[src/rtl/core/bps_pkg.sv]
package bps_pkg;

    localparam int unsigned COUNT_W         = 8;
    localparam int unsigned HALF_PERIOD_W   = 16;
    localparam int unsigned DEFAULT_PERIOD  = 100;
    localparam int unsigned NUM_SLOTS       = 2;

    localparam logic ACT_TICK    = 1'b0;
    localparam logic ACT_REQUEST = 1'b1;

    typedef struct packed {
        logic                     action;
        logic [COUNT_W-1:0]       beep_count;
        logic [HALF_PERIOD_W-1:0] half_period;
    } bps_in_t;

    typedef struct packed {
        logic buzzer_on;
        logic busy_res;
        logic request_dropped;
    } bps_out_t;

endpackage

[src/rtl/core/beep_pattern_sequencer.sv]
// Buzzer beep sequencer.
// Input channel (in_valid/in_ready/in_data) takes one word per item: a timer
// tick or a beep request carrying a beep count and a half-period in ticks.
// Output channel (out_valid/out_ready/out_data) returns exactly one word per
// input word: buzzer level, busy flag and a dropped-request flag.
// A running pattern parks up to two further requests; a third is dropped.
// cfg_we/cfg_wdata write the enable register; with enable low, requests are
// ignored. Write it only while no words are in flight.
// From input acceptance the word waits in the input register; once the output
// register is free, the state update and the fill of the output register
// happen at the same edge. Throughput is one word per cycle while the receiver
// does not stall; the compare and increment of the tick counter are combinational.
// Reset clears the pattern state, the waiting slots and the valid flags of both
// pipeline registers, and sets enable to 1.
// When the receiver stalls, the output register holds its word and the input
// register still fills; in_ready drops once both are occupied.
module beep_pattern_sequencer #(
    parameter int unsigned PERIOD_WIDTH = 16
) (
    input  logic              clk,
    input  logic              rst_n,
    input  logic              in_valid,
    output logic              in_ready,
    input  bps_pkg::bps_in_t  in_data,
    output logic              out_valid,
    input  logic              out_ready,
    output bps_pkg::bps_out_t out_data,
    input  logic              cfg_we,
    input  logic              cfg_wdata
);
    import bps_pkg::*;

    logic      enable_reg;
    logic      stage_valid_reg;
    bps_in_t   stage_data_reg;
    logic      out_valid_reg;
    bps_out_t  out_data_reg;
    bps_out_t  result;
    logic      step;
    logic      out_free;

    assign out_free = !out_valid_reg || out_ready;
    assign step     = stage_valid_reg && out_free;
    assign in_ready = !stage_valid_reg || step;

    always_ff @(posedge clk or negedge rst_n)
    begin
        if (!rst_n)
        begin
            enable_reg <= 1'b1;
        end
        else if (cfg_we)
        begin
            enable_reg <= cfg_wdata;
        end
    end

    always_ff @(posedge clk or negedge rst_n)
    begin
        if (!rst_n)
        begin
            stage_valid_reg <= 1'b0;
            out_valid_reg   <= 1'b0;
        end
        else
        begin
            if (in_ready)
            begin
                stage_valid_reg <= in_valid;
            end
            if (out_free)
            begin
                out_valid_reg <= step;
            end
        end
    end

    always_ff @(posedge clk)
    begin
        if (in_valid && in_ready)
        begin
            stage_data_reg <= in_data;
        end
        if (step)
        begin
            out_data_reg <= result;
        end
    end

    bps_engine #(
        .PERIOD_WIDTH(PERIOD_WIDTH)
    ) u_engine (
        .clk    (clk),
        .rst_n  (rst_n),
        .step   (step),
        .enable (enable_reg),
        .item   (stage_data_reg),
        .result (result)
    );

    assign out_valid = out_valid_reg;
    assign out_data  = out_data_reg;

endmodule

[src/rtl/core/bps_engine.sv]
module bps_engine #(
    parameter int unsigned PERIOD_WIDTH = 16
) (
    input  logic             clk,
    input  logic             rst_n,
    input  logic             step,
    input  logic             enable,
    input  bps_pkg::bps_in_t item,
    output bps_pkg::bps_out_t result
);
    import bps_pkg::*;

    localparam logic [PERIOD_WIDTH-1:0] DefPeriod = PERIOD_WIDTH'(DEFAULT_PERIOD);

    logic                    running_reg,  running_next;
    logic                    drive_reg,    drive_next;
    logic [PERIOD_WIDTH-1:0] tick_reg,     tick_next;
    logic [PERIOD_WIDTH-1:0] period_reg,   period_next;
    logic [COUNT_W-1:0]      beeps_reg,    beeps_next;
    logic [NUM_SLOTS-1:0]    slot_valid_reg, slot_valid_next;
    logic [COUNT_W-1:0]      slot_count_reg  [NUM_SLOTS];
    logic [PERIOD_WIDTH-1:0] slot_period_reg [NUM_SLOTS];
    logic [NUM_SLOTS-1:0]    slot_write;

    logic [PERIOD_WIDTH-1:0] req_period;
    logic [PERIOD_WIDTH-1:0] tick_inc;
    logic                    load_en;
    logic [COUNT_W-1:0]      load_count;
    logic [PERIOD_WIDTH-1:0] load_period;
    logic                    dropped;

    assign req_period = PERIOD_WIDTH'(item.half_period);
    assign tick_inc   = tick_reg + PERIOD_WIDTH'(1);

    always_comb
    begin
        running_next    = running_reg;
        drive_next      = drive_reg;
        tick_next       = tick_reg;
        beeps_next      = beeps_reg;
        slot_valid_next = slot_valid_reg;
        slot_write      = '0;
        load_en         = 1'b0;
        load_count      = item.beep_count;
        load_period     = req_period;
        dropped         = 1'b0;

        if (item.action == ACT_REQUEST)
        begin
            if (enable)
            begin
                priority if (!running_reg)
                begin
                    running_next = 1'b1;
                    drive_next   = 1'b1;
                    load_en      = 1'b1;
                end
                else if (!slot_valid_reg[0])
                begin
                    slot_valid_next[0] = 1'b1;
                    slot_write[0]      = 1'b1;
                end
                else if (!slot_valid_reg[1])
                begin
                    slot_valid_next[1] = 1'b1;
                    slot_write[1]      = 1'b1;
                end
                else
                begin
                    dropped = 1'b1;
                end
            end
        end
        else if (running_reg)
        begin
            tick_next = tick_inc;
            if (tick_inc == period_reg)
            begin
                tick_next = '0;
                if (!drive_reg)
                begin
                    drive_next = 1'b1;
                end
                else
                begin
                    drive_next = 1'b0;
                    if (beeps_reg == '0)
                    begin
                        // Pattern finished: load slot 0 if it waits, else slot 1.
                        priority if (slot_valid_reg[0])
                        begin
                            slot_valid_next[0] = 1'b0;
                            load_en            = 1'b1;
                            load_count         = slot_count_reg[0];
                            load_period        = slot_period_reg[0];
                        end
                        else if (slot_valid_reg[1])
                        begin
                            slot_valid_next[1] = 1'b0;
                            load_en            = 1'b1;
                            load_count         = slot_count_reg[1];
                            load_period        = slot_period_reg[1];
                        end
                        else
                        begin
                            running_next = 1'b0;
                        end
                    end
                    else
                    begin
                        beeps_next = beeps_reg - COUNT_W'(1);
                    end
                end
            end
        end

        // A zero count counts as one beep, and a zero period as the default.
        if (load_en)
        begin
            beeps_next  = (load_count == '0) ? '0 : load_count - COUNT_W'(1);
        end
    end

    assign period_next = !load_en ? period_reg :
                         (load_period == '0) ? DefPeriod : load_period;

    always_ff @(posedge clk or negedge rst_n)
    begin
        if (!rst_n)
        begin
            running_reg    <= 1'b0;
            drive_reg      <= 1'b0;
            tick_reg       <= '0;
            period_reg     <= '0;
            beeps_reg      <= '0;
            slot_valid_reg <= '0;
        end
        else if (step)
        begin
            running_reg    <= running_next;
            drive_reg      <= drive_next;
            tick_reg       <= tick_next;
            period_reg     <= period_next;
            beeps_reg      <= beeps_next;
            slot_valid_reg <= slot_valid_next;
        end
    end

    always_ff @(posedge clk)
    begin
        for (int i = 0; i < NUM_SLOTS; i++)
        begin
            if (step && slot_write[i])
            begin
                slot_count_reg[i]  <= item.beep_count;
                slot_period_reg[i] <= req_period;
            end
        end
    end

    assign result.buzzer_on       = drive_next;
    assign result.busy_res        = running_next;
    assign result.request_dropped = dropped;

endmodule
[config.mk]
export PLATFORM = sky130hd
export DESIGN_NAME = beep_pattern_sequencer
export DESIGN_NICKNAME = d
export VERILOG_FILES = /design/src/rtl/core/bps_pkg.sv /design/src/rtl/core/beep_pattern_sequencer.sv /design/src/rtl/core/bps_engine.sv
export SDC_FILE = /design/constraint.sdc
export NUM_CORES = 1
export LEC_CHECK = 0
export BUFFER_PORTS_ARGS = -buffer_cell sky130_fd_sc_hd__buf_2
export CORE_MARGIN = 1.5
export CORE_UTILIZATION = 60
export CTS_CLUSTER_DIAMETER = 60
export CTS_CLUSTER_SIZE = 14
export DETAILED_ROUTE_END_ITERATION = 8
export PLACE_DENSITY = 0.85
export SYNTH_ARGS = -nofsm -noshare
export SYNTH_HDL_FRONTEND = slang
export SYNTH_SLANG_ARGS = --single-unit
export TNS_END_PERCENT = 50
[constraint.sdc]
create_clock -name clk -period 4.7 [get_ports clk]
set_input_delay 0.94 -clock clk [delete_from_list [all_inputs] [get_ports clk]]
set_output_delay 0.94 -clock clk [all_outputs]
set_load 0.005 [all_outputs]
Yosys cells after proc, flatten, opt, wreduce, memory -nomap -nowiden:

Memories as Yosys holds them, arrays and structs flattened.
Index checks and enable logic that the tools add are counted.

* register bits: 75
* bits in writable memories: 48
* input bits: 31
* output and inout port bits: 5
* logic and storage cells: 122
* memories: 2

* add/subtract/negate cells: 3
* eq/ne operators: 6
* mux-type cells: 69
* bitwise gates (word level): 1
* reductions and logical operators: 25

Memory list
* u_engine.slot_period_reg: words 2, width 16, rd ports 2, clocked after Yosys merged registers in 0, wr ports 1, line bps_engine.sv:22 `logic [PERIOD_WIDTH-1:0] slot_period_reg [NUM_SLOTS];`
* u_engine.slot_count_reg: words 2, width 8, rd ports 2, clocked after Yosys merged registers in 0, wr ports 1, line bps_engine.sv:21 `logic [COUNT_W-1:0] slot_count_reg [NUM_SLOTS];`

Operators by type and width (number)
* 2-to-1 mux 16 bit: 10
* 2-to-1 mux 8 bit: 15
* 2-to-1 mux 1 bit: 34
* 2-to-1 mux 2 bit: 10
* adder 16 x 1 -> 16 bit, second input constant: 1
* equality test 16 bit: 1
* zero test 16 bit: 1
* zero test 8 bit: 2
* OR reduction 16 bit: 1
* subtractor 8 x 1 -> 8 bit, second input constant: 2
* AND reduction 6 bit: 2
* nonzero test 2 bit: 6
* AND reduction 8 bit: 1
* OR reduction 8 bit: 1
* != test 2 x 1 -> 1 bit, second input constant: 3
* logical AND 1 bit: 4
* != test 2 bit, second input constant: 2
* AND reduction 4 bit: 1
* AND reduction 3 bit: 1
* zero test 1 bit: 2
* logical OR 1 bit: 2
* AND reduction 2 bit: 1
* NOT 1 bit: 1

Logic depth before layout (Yosys ltp):

* word-level depth: 10
* mapped depth: 15
* depth with buffers taken out: 13

Hierarchy:

A second synthesis with hierarchy kept.

* cell total of the unflattened synthesis: 574
* area total of the unflattened synthesis: 6259.8 sq um

By module, submodules not included
* bps_engine: instances 1, cells an instance 536, area an instance 5277.6 sq um, sequential area each 2542.4 sq um
* beep_pattern_sequencer: instances 1, cells an instance 38, area an instance 982.2 sq um, sequential area each 917.1 sq um

Worst setup path before layout:

Ideal clock, no wire load.

* path type: input-to-reg
* from: in out_ready
* to: mem u_engine.slot_count_reg[0][0], enable pin
* setup time: 0.435 ns
* data arrival time: 3.132 ns
* required time: 4.265 ns
* path slack: 1.133 ns
* stages: 5
* buffers on the path: 0
* cells stage by stage: nand2b_1 > nand2_1 > inv_1 > nand2_1 > nor3_1

* longest elaborated chain between the ends: 7
* elaborated cells on any way between the ends: 11
* those cells by class: mux (6); reduce/logical (5)

Ends and longest elaborated chain
* start: declaration: line beep_pattern_sequencer.sv:26 `input logic out_ready,`
* logical OR 1 bit (*): line beep_pattern_sequencer.sv:42 `assign out_free = !out_valid_reg || out_ready;`
* logical AND 1 bit (*): line beep_pattern_sequencer.sv:43 `assign step = stage_valid_reg && out_free;`
* named net step: line beep_pattern_sequencer.sv:39 `logic step;`
* logical AND 1 bit: line bps_engine.sv:153 `if (step && slot_write[i])`
* 2-to-1 mux 1 bit: line bps_engine.sv:153
* 2-to-1 mux 1 bit (implied by the code): line bps_engine.sv:155 `slot_count_reg[i] <= item.beep_count;`
* OR reduction 8 bit (no source line)
* 2-to-1 mux 1 bit (no source line)
* end: declaration: line bps_engine.sv:21

The timed path passes the listed nets; every way through them passes the cells marked *.

Worst setup path after layout:

* from: reg u_engine.tick_reg[0]
* to: reg u_engine.beeps_reg[0]

* longest elaborated chain between the ends: 8
* elaborated cells on any way between the ends: 18
* those cells by class: add/sub (2); eq/ne (3); mux (8); reduce/logical (5)

Ends and longest elaborated chain
* start: declaration: line bps_engine.sv:17 `logic [PERIOD_WIDTH-1:0] tick_reg, tick_next;`
* start signal: assignment: line bps_engine.sv:142 `tick_reg <= tick_next;`
* adder 16 x 1 -> 16 bit (*): line bps_engine.sv:33 `assign tick_inc = tick_reg + PERIOD_WIDTH'(1);`
* equality test 16 bit (*): line bps_engine.sv:77 `if (tick_inc == period_reg)`
* 2-to-1 mux 8 bit: line bps_engine.sv:77
* 2-to-1 mux 8 bit: line bps_engine.sv:74 `else if (running_reg)`
* 2-to-1 mux 8 bit: line bps_engine.sv:48 `if (item.action == ACT_REQUEST)`
* subtractor 8 x 1 -> 8 bit or zero test 8 bit (tied branches): line bps_engine.sv:120 `beeps_next = (load_count == '0) ? '0 : load_count - COUNT_W'(1);`
* 2-to-1 mux 8 bit: line bps_engine.sv:120
* 2-to-1 mux 8 bit: line bps_engine.sv:118 `if (load_en)`
* end signal: assignment: line bps_engine.sv:144 `beeps_reg <= beeps_next;`
* end: declaration: line bps_engine.sv:19 `logic [COUNT_W-1:0] beeps_reg, beeps_next;`

Mark *: on every way between the ends. The rest lies on a longest branch, timed or not.
A chain may end at the register's enable or synchronous reset.

==> results.sh <==
export IMPL_status="complete, no violations"
export IMPL_largest_reg_flops=32
export IMPL_postPlaceCellArea_um2=6270
export IMPL_max_cap_violations=0
export IMPL_gp_congestion=0.908
export IMPL_diodes=0
export IMPL_async_reset_ff_frac=0.382
export IMPL_yosys_area_top_type="edfxtp_1"
export IMPL_yosysWarnings=0
export IMPL_rsz0062_at_grt="no"
export IMPL_dpl_hpwl_um=8920
export IMPL_path_clk_slew_ns=0.06
export IMPL_start_util=0.618
export IMPL_startpoint="u_engine.tick_reg[0]"
export IMPL_vdd_drop_max_v=0.000386
export IMPL_syn_to_final_growth_pct=14.0
export IMPL_p_per_area_nw_per_um2=489
export IMPL_cts_max_path_buffers=2
export IMPL_drtIter0Drc=413
export IMPL_tritoncts="done"
export IMPL_port_buffers=35
export IMPL_fmax_ghz=0.239
export IMPL_core_area_um2=9730
export IMPL_crit_fanout=29
export IMPL_cts_max_level=4
export IMPL_track_usage=0.281
export IMPL_p_total_mw=3.35
export IMPL_ys_flop_type="edfxtp_1"
export IMPL_synth_seq_cells=123
export IMPL_crit_type="flip-flop to flip-flop"
export IMPL_period_share=0.890
export IMPL_seq_power_share=0.438
export IMPL_clock_latency_ns=0.53
export IMPL_total_leakage_power_nw=2.47
export IMPL_layout_common_cells="76 x edfxtp_1, 54 x nand2_1, 49 x o21ai_0"
export IMPL_switching_power_uw=994
export IMPL_p_clk_frac=0.384
export IMPL_p_sw_frac=0.296
export IMPL_grt_pass1_vias=4511
export IMPL_ys_seq_area_frac=0.575
export IMPL_synth_top_area_frac=0.380
export IMPL_avgRoutedWirePerCell_um=19.2
export IMPL_dieHeight_um=103
export IMPL_rr_endpoint="u_engine.beeps_reg[0]"
export IMPL_final_common_cell="edfxtp_1"
export IMPL_comb_power_share=0.178
export IMPL_cts_root_buf="clkbuf_8"
export IMPL_p_int_mw=2.36
export IMPL_drc=0
export IMPL_grt_pass1_wl_um=22200
export IMPL_slew_limit_headroom=0.206
export IMPL_slew_viol_final=0
export IMPL_tightest_slew_ns=1.18
export IMPL_critPathLaunchType="flip-flop"
export IMPL_yosys_top_cells_area="edfxtp_1 38%, dfrtp_1 19%, o21ai_0 4.1%"
export IMPL_dr_pass1_iters=5
export IMPL_die_w_um=103
export IMPL_worst_setup_path_end_kind="flip-flop"
export IMPL_synth_cell_types=70
export IMPL_cts_resized=0
export IMPL_arrival_ns=4.59
export IMPL_r2r_cells=14
export IMPL_ant_nets=0
export IMPL_gr_total_overflow=0
export IMPL_vias=4516
export IMPL_vias_per_cell=6.40
export IMPL_nets=594
export IMPL_skew_ns=0.0110
export IMPL_r2r_start="u_engine.tick_reg[0]"
export IMPL_wl_um=13600
export IMPL_hp_class="flip-flop to flip-flop"
export IMPL_fin_area_um2=6860
export IMPL_cp_required_ns=5.10
export IMPL_rows=36
export IMPL_endpoint="u_engine.beeps_reg[0]"
export IMPL_post_cts_buffers=0
export IMPL_cts_sinks=123
export IMPL_syn_area_um2=6010
export IMPL_drive_gt1_frac=0.178
export IMPL_antenna_found_initial=0
export IMPL_finalHoldViolations=0
export IMPL_whs_ns=0.502
export IMPL_tns_ns=0
export IMPL_grt_max_degree=48
export IMPL_setup_violations=0
export IMPL_cts_made_buffers=17
export IMPL_syn_area_per_cell_um2=11.3
export IMPL_r2r_slack_ns=0.51
export IMPL_top_level_ports=36
export IMPL_hold_buffers=0
export IMPL_synth_edf_count=76
export IMPL_synth_cells=530
export IMPL_dieArea_um2=10600
export IMPL_syn_nets=564
export IMPL_period_minus_slack_ns=4.19
[metal layers]
layer | wire, um | part of all wire | GRT usage | vias up
met2 | 6590 | 0.49 | 0.454 | 233
met5 | 0 | 0 | 0 | -
met3 | 996 | 0.073 | 0.0658 | 36
li1 | - | - | - | 2061
met1 | 5660 | 0.42 | 0.360 | 2186
met4 | 329 | 0.024 | 0.133 | 0
[synth_stat cells (all sizes together), types with 4 or more instances]
library cell / count
edfxtp: 76
nand2: 56
o21ai: 54
dfrtp: 46
nor2: 31
a21oi: 23
a22oi: 19
clkbuf: 18
xnor2: 18
buf: 14
nand3: 14
a22o: 13
inv: 10
nand2b: 10
nand4: 10
nor3: 10
nor4: 10
xor2: 10
and3: 7
o31ai: 7
or3: 7
a31oi: 6
and2: 5
o41ai: 5
and4: 4
[cell type report]
class,instances,area (um2)
flip-flops and latches,123,3460
fillers,663,2870
multi-input cells,365,2370
clock buffers,18,418
repair buffers,43,235
clock inverters,14,171
well taps,133,166
inverters,10,37.5
[power groups by stage]
stage	clock network, mW	logic, mW	registers [mW]
global route	1.35	0.663	1.49
detailed placement	0	0.576	1.48
global placement	0	0.550	1.47
floorplan	0	0.493	1.40
finish	1.29	0.597	1.47
CTS	1.30	0.590	1.46
[critical path, cell delays in order (launching register included)]
cell and delay, ns:
dfrtp_1 0.51, ha_1 0.33, nand3_2 0.23, nor4_1 0.38
a21boi_0 0.17, a311oi_1 0.47, nand4_1 0.15, buf_4 0.26
o21ai_0 0.47, nand2_1 0.13, buf_4 0.27, nand2_1 0.21
o21ai_0 0.15, a31oi_1 0.25, a31oi_1 0.07
[how the worst min path moves through the flow]
stage	depth (start not counted)	from	slack, ns	endpoint
after global routing	0	stage_data_reg[18]	0.52	u_engine.slot_count_reg[0][10]
after floorplan	0	stage_data_reg[18]	0.44	u_engine.slot_count_reg[0][10]
after global placement	0	stage_data_reg[18]	0.47	u_engine.slot_count_reg[0][2]
after detailed placement	0	stage_data_reg[18]	0.48	u_engine.slot_count_reg[0][2]
final	2	u_engine.period_reg[14]	0.50	u_engine.period_reg[14]
after CTS	0	stage_data_reg[18]	0.50	u_engine.slot_count_reg[0][10]
[cells by family after synthesis]
| kind of cell | count (synthesis) | share of synthesized area |
|---|---|---|
| buffers and inverters | 42 | 0.0323 |
| AO/OA/AOI/OAI | 151 | 0.167 |
| AND/OR/NAND/NOR | 182 | 0.177 |
| multiplexers | 1 | 0.00187 |
| adder cells (fa/ha/maj) | 3 | 0.00624 |
| XOR/XNOR | 28 | 0.0408 |
| flip-flops | 123 | 0.575 |
[metrics by stage]
step           utilization  std cells  setup WS [ns]
2_1_floorplan            -        530           1.13
3_3_place_gp         0.644        674          0.957
3_5_place_dp         0.644        674          0.753
4_1_cts              0.705        706          0.669
5_1_grt              0.705        706          0.150
6_report             0.705        706          0.515
Power figures use the tool's default switching activity.
